File: config.mk
export PLATFORM = sky130hd
export DESIGN_NAME = ordered_array_list
export DESIGN_NICKNAME = d
export VERILOG_FILES = /design/src/hdl/oal_pkg.sv /design/src/hdl/ordered_array_list.sv /design/src/hdl/oal_cell.sv
export VERILOG_INCLUDE_DIRS = /design/src /design/src/hdl
export SDC_FILE = /design/constraint.sdc
export NUM_CORES = 1
export LEC_CHECK = 0
export BUFFER_PORTS_ARGS = -buffer_cell sky130_fd_sc_hd__buf_2
export CAP_MARGIN = 20
export CORE_ASPECT_RATIO = 0.5
export CORE_MARGIN = 2
export CORE_UTILIZATION = 50
export DETAILED_ROUTE_END_ITERATION = 6
export GPL_ROUTABILITY_DRIVEN = 0
export PLACE_DENSITY = 0.7
export SYNTH_ARGS = -nofsm -noshare
export SYNTH_HDL_FRONTEND = slang
export SYNTH_SLANG_ARGS = --single-unit
File: constraint.sdc
create_clock -name clk_i -period 4.8 [get_ports clk_i]
set_input_delay 0.72 -clock clk_i [delete_from_list [all_inputs] [get_ports clk_i]]
set_output_delay 0.72 -clock clk_i [all_outputs]
set_load 0.01 [all_outputs]
File: src/hdl/ordered_array_list_defines.svh
// Assertion macros shared by the ordered array list RTL.
// Depends on nothing; included by files that carry assertions.
`ifndef ORDERED_ARRAY_LIST_DEFINES_SVH
`define ORDERED_ARRAY_LIST_DEFINES_SVH

// Checks a property at every rising clock edge outside reset.
`define OAL_ASSERT(lbl, prop, msg) \
  lbl: assert property (@(posedge clk_i) disable iff (!rst_ni) prop) else $error(msg);

// Checks that an antecedent is followed by a consequent in the next cycle.
`define OAL_ASSERT_NEXT(lbl, ante, cons, msg) \
  lbl: assert property (@(posedge clk_i) disable iff (!rst_ni) (ante) |=> (cons)) \
    else $error(msg);

`endif

File: src/hdl/oal_pkg.sv
// Shared types and codes for the ordered array list.
// Used by oal_cell and ordered_array_list; depends on nothing.
`timescale 1ns / 1ps

package oal_pkg;

  localparam int unsigned KeyWidth = 32;

  typedef enum logic [2:0] {
    OP_SEARCH = 3'd0,
    OP_INSERT = 3'd1,
    OP_APPEND = 3'd2,
    OP_DELETE = 3'd3,
    OP_CLEAR  = 3'd4
  } op_e;

  typedef enum logic [1:0] {
    ST_OK       = 2'd0,
    ST_FULL     = 2'd1,
    ST_BADPOS   = 2'd2,
    ST_NOTFOUND = 2'd3
  } status_e;

  typedef struct packed {
    op_e                 op;
    logic [KeyWidth-1:0] key;
    logic                apply;
  } ctrl_t;

endpackage

File: src/hdl/ordered_array_list.sv
// The ordered array list takes one transaction per clock cycle and presents its
// result in the following cycle, as long as the result port keeps up; the
// figure is set by one pass through the row of key cells, where every cell
// compares its key and shifts in parallel and a first-match flag ripples along
// the row. A stalled result holds in the output register while one more input
// waits at the input port. Keys are compared as exact 32-bit patterns.
`timescale 1ns / 1ps
`include "ordered_array_list_defines.svh"

module ordered_array_list #(
  parameter int CAPACITY = 8
) (
  input  logic        clk_i,
  input  logic        rst_ni,
  // func [2:0], key [34:3], position [38:35], zero [39]
  input  logic [39:0] s_axis_tdata,
  input  logic        s_axis_tvalid,
  output logic        s_axis_tready,
  // status [1:0], found_index [4:2], entry_count [8:5], zero [15:9]
  output logic [15:0] m_axis_tdata,
  output logic        m_axis_tvalid,
  input  logic        m_axis_tready
);

  localparam int CNT_W = $clog2(CAPACITY + 1);
  localparam int CMP_W = (CNT_W > 4) ? CNT_W : 4;
  localparam int IDX_W = $clog2(CAPACITY);
  localparam int FI_W  = (IDX_W > 3) ? IDX_W : 3;
  localparam int EC_W  = (CNT_W > 4) ? CNT_W : 4;

  logic                         in_fire;
  oal_pkg::op_e                 op;
  logic [oal_pkg::KeyWidth-1:0] key;
  logic [3:0]                   pos;
  logic [CMP_W-1:0]             pos_ext, cnt_ext;
  oal_pkg::ctrl_t               ctrl;

  logic [CNT_W-1:0]             count_q, count_d;
  logic                         out_valid_q;
  oal_pkg::status_e             st_q, st_d;
  logic [IDX_W-1:0]             fidx_q, fidx_d;

  logic [oal_pkg::KeyWidth-1:0] ent   [CAPACITY];
  logic [CAPACITY:0]            hit;
  logic [CAPACITY-1:0]          match;
  logic                         full, any_hit, pos_ok;
  logic [IDX_W-1:0]             first_idx;
  logic [FI_W-1:0]              fidx_ext;
  logic [EC_W-1:0]              cnt_out;

  assign s_axis_tready = !out_valid_q || m_axis_tready;
  assign in_fire       = s_axis_tvalid && s_axis_tready;
  assign op            = oal_pkg::op_e'(s_axis_tdata[2:0]);
  assign key           = s_axis_tdata[34:3];
  assign pos           = s_axis_tdata[38:35];
  assign pos_ext       = CMP_W'(pos);
  assign cnt_ext       = CMP_W'(count_q);

  assign full    = count_q == CNT_W'(CAPACITY);
  assign pos_ok  = pos_ext <= cnt_ext;
  assign any_hit = hit[CAPACITY];
  assign hit[0]  = 1'b0;

  always_comb begin
    first_idx = '0;
    for (int i = 0; i < CAPACITY; i++) begin
      if (match[i] && !hit[i]) begin
        first_idx = first_idx | IDX_W'(i);
      end
    end
  end

  always_comb begin
    ctrl.op    = op;
    ctrl.key   = key;
    ctrl.apply = 1'b0;
    case (op)
      oal_pkg::OP_INSERT: ctrl.apply = in_fire && !full && pos_ok;
      oal_pkg::OP_APPEND: ctrl.apply = in_fire && !full;
      oal_pkg::OP_DELETE: ctrl.apply = in_fire && any_hit;
      default:            ctrl.apply = 1'b0;
    endcase
  end

  for (genvar g = 0; g < CAPACITY; g++) begin : g_cell
    logic [oal_pkg::KeyWidth-1:0] left_e, right_e;
    if (g == 0) begin : g_first
      assign left_e = ent[g];
    end else begin : g_mid
      assign left_e = ent[g-1];
    end
    if (g == CAPACITY - 1) begin : g_last
      assign right_e = ent[g];
    end else begin : g_inner
      assign right_e = ent[g+1];
    end
    oal_cell #(
      .INDEX(g),
      .CMP_W(CMP_W)
    ) u_cell (
      .clk_i        (clk_i),
      .rst_ni       (rst_ni),
      .ctrl_i       (ctrl),
      .count_i      (cnt_ext),
      .pos_i        (pos_ext),
      .left_entry_i (left_e),
      .right_entry_i(right_e),
      .hit_i        (hit[g]),
      .hit_o        (hit[g+1]),
      .match_o      (match[g]),
      .entry_o      (ent[g])
    );
  end

  always_comb begin
    count_d = count_q;
    st_d    = oal_pkg::ST_OK;
    fidx_d  = '0;
    case (op)
      oal_pkg::OP_SEARCH: begin
        if (any_hit) begin
          fidx_d = first_idx;
        end else begin
          st_d = oal_pkg::ST_NOTFOUND;
        end
      end
      oal_pkg::OP_INSERT: begin
        if (full) begin
          st_d = oal_pkg::ST_FULL;
        end else if (!pos_ok) begin
          st_d = oal_pkg::ST_BADPOS;
        end else begin
          count_d = count_q + 1'b1;
        end
      end
      oal_pkg::OP_APPEND: begin
        if (full) begin
          st_d = oal_pkg::ST_FULL;
        end else begin
          count_d = count_q + 1'b1;
        end
      end
      oal_pkg::OP_DELETE: begin
        if (any_hit) begin
          fidx_d  = first_idx;
          count_d = count_q - 1'b1;
        end else begin
          st_d = oal_pkg::ST_NOTFOUND;
        end
      end
      oal_pkg::OP_CLEAR: count_d = '0;
      default: begin
      end
    endcase
  end

  always_ff @(posedge clk_i or negedge rst_ni) begin
    if (!rst_ni) begin
      count_q     <= '0;
      out_valid_q <= 1'b0;
    end else begin
      if (in_fire) begin
        count_q <= count_d;
      end
      if (s_axis_tready) begin
        out_valid_q <= s_axis_tvalid;
      end
    end
  end

  always_ff @(posedge clk_i) begin
    if (in_fire) begin
      st_q   <= st_d;
      fidx_q <= fidx_d;
    end
  end

  assign fidx_ext      = FI_W'(fidx_q);
  assign cnt_out       = EC_W'(count_q);
  assign m_axis_tvalid = out_valid_q;
  assign m_axis_tdata  = {7'd0, cnt_out[3:0], fidx_ext[2:0], st_q};

  `OAL_ASSERT(a_count_bound, count_q <= CNT_W'(CAPACITY), "entry count above capacity")
  `OAL_ASSERT_NEXT(a_fire_result, in_fire, out_valid_q, "accepted transaction gave no result")
  `OAL_ASSERT_NEXT(a_clear_empty, in_fire && op == oal_pkg::OP_CLEAR, count_q == '0,
                   "clear left entries behind")
  `OAL_ASSERT_NEXT(a_hit_ok, in_fire && op == oal_pkg::OP_SEARCH && any_hit,
                   st_q == oal_pkg::ST_OK, "matching search not reported as ok")

endmodule

File: src/hdl/oal_cell.sv
// One storage cell of the ordered array list: holds a key and takes a new one
// from itself, its neighbors or the broadcast key. Depends on oal_pkg.
`timescale 1ns / 1ps

module oal_cell #(
  parameter int INDEX = 0,
  parameter int CMP_W = 4
) (
  input  logic                         clk_i,
  input  logic                         rst_ni,
  input  oal_pkg::ctrl_t               ctrl_i,
  input  logic [CMP_W-1:0]             count_i,
  input  logic [CMP_W-1:0]             pos_i,
  input  logic [oal_pkg::KeyWidth-1:0] left_entry_i,
  input  logic [oal_pkg::KeyWidth-1:0] right_entry_i,
  input  logic                         hit_i,
  output logic                         hit_o,
  output logic                         match_o,
  output logic [oal_pkg::KeyWidth-1:0] entry_o
);

  localparam logic [CMP_W-1:0] MyIdx = CMP_W'(INDEX);

  logic [oal_pkg::KeyWidth-1:0] entry_q, entry_d;
  logic                         valid;

  assign valid   = MyIdx < count_i;
  assign match_o = valid && (entry_q == ctrl_i.key);
  assign hit_o   = hit_i | match_o;
  assign entry_o = entry_q;

  always_comb begin
    entry_d = entry_q;
    if (ctrl_i.apply) begin
      case (ctrl_i.op)
        oal_pkg::OP_INSERT: begin
          if (MyIdx == pos_i) begin
            entry_d = ctrl_i.key;
          end else if (MyIdx > pos_i && MyIdx <= count_i) begin
            entry_d = left_entry_i;
          end
        end
        oal_pkg::OP_APPEND: begin
          if (MyIdx == count_i) begin
            entry_d = ctrl_i.key;
          end
        end
        oal_pkg::OP_DELETE: begin
          if (hit_o) begin
            entry_d = right_entry_i;
          end
        end
        default: begin
        end
      endcase
    end
  end

  always_ff @(posedge clk_i or negedge rst_ni) begin
    if (!rst_ni) begin
      entry_q <= '0;
    end else begin
      entry_q <= entry_d;
    end
  end

endmodule
==> flow_metrics.env, run 1 <==
export IMPL_swShare=0.4010
export IMPL_syn_area_um2=17640
export IMPL_worst_clock_skew_ns=0.02257
export IMPL_wl_um=57680
export IMPL_r2r_start="cnt_ext[0]"
export IMPL_clk_latency_ns=0.58
export IMPL_netlist_top_cell_by_area="dfrtp_1"
export IMPL_cp_arrival_ns=4.62
export IMPL_drive_gt1_frac=0.2368
export IMPL_r2r_end="g_cell[2].u_cell.entry_o[30]"
export IMPL_hold_violations=0
export IMPL_hold_class="in2async"
export IMPL_cts_buffers=27
export IMPL_pwr_share_comb=0.366
export IMPL_leakage_uw=0.008574
export IMPL_root_buffer="clkbuf_16"
export IMPL_rsz0062_at_grt="false"
export IMPL_post_route_drc_count=0
export IMPL_cp_start_kind="flop"
export IMPL_worst_setup_path_type="reg2reg"
export IMPL_tns_ns=0
export IMPL_tightestPinTransition_ns=1.169
export IMPL_initial_core_util=0.5098
export IMPL_finalPower_uw=11040
export IMPL_slew_viol_final=0
export IMPL_coreArea_um2=34590
export IMPL_grt_pass1_wl_um=87100
export IMPL_hold_ws_ns=0.2088
export IMPL_yosys_top_cells_area="dfrtp_1 37%, mux2_2 16%, xor2_1 8.9%"
export IMPL_final_cell_mix="402 x nor2_1, 261 x dfrtp_1, 244 x mux2_2, 193 x o22ai_1, 180 x xor2_1"
export IMPL_clkPwrFrac=0.210
export IMPL_clockBufferDepth=3
export IMPL_slew_headroom=0.2209
export IMPL_crit_path_end_kind="flop"
export IMPL_fmax_mhz=239.4
export IMPL_vias_per_cell=6.308
export IMPL_period_share=0.8702
export IMPL_synthArstFlopShare=0.9812
export IMPL_required_ns=5.24
export IMPL_grt_pass1_vias=13900
export IMPL_worstPathMaxFanout=16
export IMPL_p_sw_uw=4428
export IMPL_drtIter0Drc=2223
export IMPL_cpPeakStageDelay_ns=0.58
export IMPL_finalNetCount=1930
export IMPL_final_cell_area_um2=19360
export IMPL_holdBufCountCts=0
export IMPL_ff2ff_setup_slack_ns=0.62
export IMPL_final_common_cell="nor2_1"
export IMPL_setup_viol=0
export IMPL_vdd_drop_max_uv=225.3
export IMPL_num_io_pins=62
export IMPL_cts_resized=0
export IMPL_ys_seq_area_frac=0.3789
export IMPL_synth_cells=1915
export IMPL_placed_area_um2=18380
export IMPL_crit_family="simple AND/OR/NAND/NOR gates"
export IMPL_yosys_cell_types_count=57
export IMPL_row_count=48
export IMPL_netlist_area_leader_share=0.3703
export IMPL_die_height_um=136.8
export IMPL_grtUsageTotal=0.3094
export IMPL_path_clk_slew_ns=0.06
export IMPL_yosys_most_used_dff="dfrtp_1"
export IMPL_cts_max_level=1
export IMPL_antenna_found_initial=4
export IMPL_tritoncts="built"
export IMPL_slowest_stage="or4_4"
export IMPL_finalWorstSetupSlack_ns=0.6232
export IMPL_drtAntennaViolNets=0
export IMPL_status="finished, final reports clean"
export IMPL_area_growth_pct=9.762
export IMPL_overflow=0
export IMPL_cap_violations=0
export IMPL_path_cells="inv_1, ha_1, nor3b_1, nor3_1, nand4_1, or4_4, nand2b_2, nor4bb_2, a211oi_4, buf_4, nor4b_4, buf_4, mux2_2"
export IMPL_intPower_uw=6614
export IMPL_critPathBufInv=3
export IMPL_min_period_ns=4.177
export IMPL_cpMostUsedCell="buf_4"
export IMPL_grt_max_degree=232
export IMPL_port_buffers=53
export IMPL_pre_cts_slack_ns=0.4657
export IMPL_synth_edf_count=5
export IMPL_wl_per_cell_um=24.30
export IMPL_synth_warnings=0
export IMPL_avgSynthCellArea_um2=9.209
export IMPL_die_w_um=269.6
export IMPL_vias=14980
export IMPL_die_area_um2=36880
export IMPL_p_per_area_nw_per_um2=570.4
export IMPL_r2r_cells=13
export IMPL_ys_ff_latch=266
export IMPL_power_frac_seq=0.424
export IMPL_post_dp_hpwl_um=38870
export IMPL_cts_sinks=266
export IMPL_first_pass_iters=6
export IMPL_cts_setup_buffers=0
## synthesized netlist by cell type, types with 10 or more instances
cell type,instances
a21oi_1,15
buf_1,33
buf_2,52
buf_4,10
clkbuf_1,78
dfrtp_1,261
inv_1,10
mux2_1,14
mux2_2,244
mux2_4,30
nand2_1,118
nand3_1,22
nand4_1,23
nor2_1,405
nor3_1,14
nor4_1,49
o21ai_0,12
o22ai_1,193
xnor2_1,77
xor2_1,180
## worst max-delay path by stage
stage	start	to	slack [ns]	cells after the start
after floorplan	s_axis_tdata[15]	g_cell[3].u_cell.entry_o[0]	1.25	12
after global placement	s_axis_tdata[15]	g_cell[3].u_cell.entry_o[6]	0.52	11
after detailed placement	s_axis_tdata[15]	g_cell[2].u_cell.entry_o[30]	0.47	12
after CTS	cnt_ext[0]	g_cell[2].u_cell.entry_o[30]	0.72	13
after global routing	cnt_ext[0]	g_cell[2].u_cell.entry_o[21]	0.50	13
final	cnt_ext[0]	g_cell[2].u_cell.entry_o[30]	0.62	13
## stage by stage
stage | instances | utilization
floorplan | 1921 | -
global placement | 2322 | 0.5314
detailed placement | 2322 | 0.5314
CTS | 2370 | 0.5588
global route | 2371 | 0.5594
finish | 2374 | 0.5596
## layer usage
layer	global-route usage	part of all wire
met1	0.4460	0.42
met2	0.4454	0.41
met3	0.1032	0.14
met4	0.07469	0.027
met5	0	0.00042
## sequential cells by signal (all words and copies together) (netlist names)
register	count
g_cell.u_cell.entry_o	256
st_q	2
m_axis_tvalid	1
fidx_ext	3
cnt_ext	4
## cell type report
cell class,instances,area [µm²]
Antenna cell,3,7.507
Clock buffer,34,772.0
Clock inverter,14,176.4
Fill cell,3031,15240
Inverter,10,37.54
Multi-Input combinational cell,1469,10300
Sequential cell,266,6681
Tap cell,475,594.3
Timing Repair Buffer,103,788.3
## kinds of logic (layout without fill, tap and decap cells)
kind of cell	count (synthesis)	in the layout	share of synthesized area
compound gates	249	249	0.08911
xor+xnor	257	257	0.1276
fa+ha+maj	9	9	0.006385
buf+inv	186	161	0.04668
flops	266	266	0.3789
mux	289	289	0.1908
other cells	1	10	0.0002126
simple gates	658	658	0.1603
## power groups by stage
stage	Sequential (µW)	Combinational [µW]	Clock (µW)
final	4690	4040	2320
after detailed placement	4670	3890	0
after global placement	4630	3790	0
after global routing	4800	4350	2410
after CTS	4630	3920	2320
after floorplan	4190	2920	0
Power figures use the tool's default switching activity.
==> run 2, diff against run 1 <==
- ABC_AREA: not set -> 1
- ABC_CLOCK_PERIOD_IN_PS: not set -> 4800
- CORE_MARGIN: 2 -> not set
- PLACE_DENSITY: 0.7 -> 0.69
==> run 2 against run 1 <==
  * The run now ends with DRC left
  * Register-to-register slack better by 0.33 ns
  * Combinational power is 16% higher
  * Count of clock-buffer cells in the layout is 4 higher
  * Sequential power is 15% lower
  * Via count is 47% higher
  * Worst hold slack worse by 0.055 ns
  * Non-clock buffer count is 5 lower
  * Global-route usage is 9.4 points higher
  * Total power is 0.78% higher
  * Sequential share of layout area is 3.5 points lower
==> flow_metrics.env, run 2 <==
export IMPL_row_count=51
export IMPL_clockBufferDepth=3
export IMPL_vias_per_cell=6.254
export IMPL_crit_family="simple AND/OR/NAND/NOR gates"
export IMPL_worstSetupEndpoint="g_cell[3].u_cell.entry_o[28]"
export IMPL_r2r_end="g_cell[3].u_cell.entry_o[28]"
export IMPL_pwr_share_comb=0.420
export IMPL_ys_ff_latch=266
export IMPL_hold_violations=0
export IMPL_period_share=0.8023
export IMPL_die_area_um2=41420
export IMPL_wl_um=83410
export IMPL_tns_ns=0
export IMPL_intPower_uw=6138
export IMPL_drtIter0Drc=3486
export IMPL_cp_arrival_ns=4.33
export IMPL_post_dp_hpwl_um=55640
export IMPL_status="complete, but fails checks"
export IMPL_grt_pass1_wl_um=124600
export IMPL_cp_start_kind="flop"
export IMPL_p_per_area_nw_per_um2=517.3
export IMPL_num_io_pins=62
export IMPL_yosys_top_cells_area="dfrtp_1 32%, nand2_1 17%, o211ai_1 7.3%"
export IMPL_first_pass_iters=7
export IMPL_coreArea_um2=39440
export IMPL_clk_latency_ns=0.60
export IMPL_post_route_drc_count=33
export IMPL_worst_clock_skew_ns=0.01911
export IMPL_critPathBufInv=2
export IMPL_slew_viol_final=0
export IMPL_r2r_cells=16
export IMPL_r2r_start="g_cell[5].u_cell.entry_o[29]"
export IMPL_synth_common_cells="924 x nand2_1, 343 x inv_1, 271 x o21ai_0"
export IMPL_synth_cells=3079
export IMPL_crit_start="g_cell[5].u_cell.entry_o[29]"
export IMPL_crit_path_end_kind="flop"
export IMPL_cts_buffers=28
export IMPL_holdBufCountCts=0
export IMPL_die_w_um=286.8
export IMPL_final_common_cell="nand2_1"
export IMPL_cpPeakStageDelay_ns=0.59
export IMPL_slowest_stage="xnor2_1"
export IMPL_violations="DRC"
export IMPL_synth_edf_count=5
export IMPL_slew_headroom=0.2710
export IMPL_cpMostUsedCell="nand2_1"
export IMPL_placed_area_um2=20510
export IMPL_vdd_drop_max_uv=307.3
export IMPL_ys_seq_area_frac=0.3294
export IMPL_tightestPinTransition_ns=1.093
export IMPL_drive_gt1_frac=0.06711
export IMPL_worstPathMaxFanout=23
export IMPL_root_buffer="clkbuf_16"
export IMPL_power_frac_seq=0.359
export IMPL_clkPwrFrac=0.221
export IMPL_worst_setup_path_type="reg2reg"
export IMPL_leakage_uw=0.009978
export IMPL_p_sw_uw=4990
export IMPL_largest_reg_flops=256
export IMPL_initial_core_util=0.5143
export IMPL_cts_sinks=266
export IMPL_cp_depth=16
export IMPL_netlist_area_leader_share=0.3220
export IMPL_port_buffers=53
export IMPL_hold_class="in2async"
export IMPL_avgSynthCellArea_um2=6.587
export IMPL_swShare=0.4484
export IMPL_final_cell_mix="922 x nand2_1, 342 x inv_1, 271 x o21ai_0, 261 x dfrtp_1, 227 x nand3_1"
export IMPL_min_period_ns=3.851
export IMPL_tritoncts="built"
export IMPL_final_cell_area_um2=21510
export IMPL_synthArstFlopShare=0.9812
export IMPL_drtAntennaViolNets=0
export IMPL_cap_violations=0
export IMPL_die_height_um=144.4
export IMPL_netlist_top_cell_by_area="dfrtp_1"
export IMPL_synth_warnings=0
export IMPL_grt_pass1_vias=19800
export IMPL_required_ns=5.28
export IMPL_yosys_most_used_dff="dfrtp_1"
export IMPL_finalNetCount=3028
export IMPL_cts_max_level=1
export IMPL_synth_most_common_cell="nand2_1"
export IMPL_antenna_found_initial=4
export IMPL_cts_resized=0
export IMPL_grtUsageTotal=0.4037
export IMPL_setup_viol=0
export IMPL_path_clk_slew_ns=0.07
export IMPL_vias=22060
export IMPL_cts_setup_buffers=0
export IMPL_syn_area_um2=20280
export IMPL_yosys_cell_types_count=45
export IMPL_rsz0062_at_grt="false"
export IMPL_ff2ff_setup_slack_ns=0.95
export IMPL_path_cells="xnor2_1, nand2_1, nor2_1, nand2_1, nor2_1, nand3_1, nand3_1, nor2_2, nand2_4, nand2_2, nand2_8, buf_4, nand2_2, buf_4, nand2_1, nand2_1"
export IMPL_wl_per_cell_um=23.64
export IMPL_fmax_mhz=259.7
export IMPL_grt_max_degree=193
export IMPL_overflow=0
export IMPL_area_growth_pct=6.064
==> run 2: changes by cell type in the layout (fill, tap and decap cells not counted), moves of 30 or more <==
| cell | before | now |
|---|---|---|
| nand2_1 | 116 | 922 |
| inv_1 | 10 | 342 |
| nor2_1 | 402 | 114 |
| o21ai_0 | 12 | 271 |
| mux2_2 | 244 | 0 |
| nand3_1 | 20 | 227 |
| o211ai_1 | 0 | 196 |
| a21oi_1 | 14 | 183 |
| o22ai_1 | 193 | 28 |
| xor2_1 | 180 | 27 |
| nor4_1 | 49 | 0 |
| o21ai_1 | 0 | 36 |
| mux2_4 | 30 | 0 |
==> run 2: kinds of logic after synthesis <==
group                      after synthesis  share of synthesized area
AOI/OAI and AO/OA                      756                     0.2199
xor gates and xnor gates               107                    0.04621
adders and majority gates                9                   0.005553
buffers and inverters                  607                     0.1268
DFF                                    266                     0.3294
other                                    1                  0.0001849
and+or+nand+nor                       1333                     0.2719
==> run 2: final cells by class <==
type                    count  area, µm²
fillers                  3922      17920
multi-input cells        2212      11110
flip-flops and latches    266       6681
inverters                 369       1390
clock buffers              38      829.5
repair buffers             98      663.1
well taps                 530      663.1
clock inverters            12      165.2
diodes                      3      7.507
==> run 2: power groups by stage <==
stage	logic (µW)	registers [µW]	clock network, µW
after global placement	4390	3960	0
final	4680	3990	2460
after floorplan	3220	3750	0
after CTS	4490	3960	2440
after global routing	5140	4100	2540
after detailed placement	4450	3990	0
==> run 2: worst register-to-register path, delay by kind of cell (launching register included) <==
family / cells / cell delay (ns)
buf+inv: 2 / 0.65
flops: 1 / 0.40
xor+xnor: 1 / 0.59
simple gates: 13 / 2.09
==> run 2: layer usage <==
layer,vias up,global-route usage,share of wire
met3,259,0.1890,0.18
met4,2,0.1643,0.045
met5,-,0,0.00016
met1,10240,0.5482,0.39
met2,1660,0.5437,0.38
li1,9903,-,-
==> run 2: stage by stage <==
| step | util | setup slack (ns) | total power, µW | hold WS (ns) | cells |
|---|---|---|---|---|---|
| 5_1_grt | 0.5453 | 0.7976 | 11790 | 0.2222 | 3525 |
| 3_3_place_gp | 0.5201 | 0.8966 | 8353 | 0.4532 | 3475 |
| 3_5_place_dp | 0.5201 | 0.8207 | 8439 | 0.4580 | 3475 |
| 2_1_floorplan | - | 2.279 | 6967 | 0.4244 | 3085 |
| 4_1_cts | 0.5453 | 1.177 | 10890 | 0.2068 | 3525 |
| 6_report | 0.5455 | 0.9488 | 11130 | 0.1536 | 3528 |
==> run 2: worst min path at each step <==
stage	depth (start not counted)	end	slack [ns]
2_1_floorplan	0	cnt_ext[0]	0.42
3_3_place_gp	2	g_cell[3].u_cell.entry_o[11]	0.45
3_5_place_dp	2	g_cell[4].u_cell.entry_o[21]	0.46
4_1_cts	1	g_cell[2].u_cell.entry_o[9]	0.21
5_1_grt	1	g_cell[2].u_cell.entry_o[9]	0.22
6_report	1	g_cell[2].u_cell.entry_o[9]	0.15
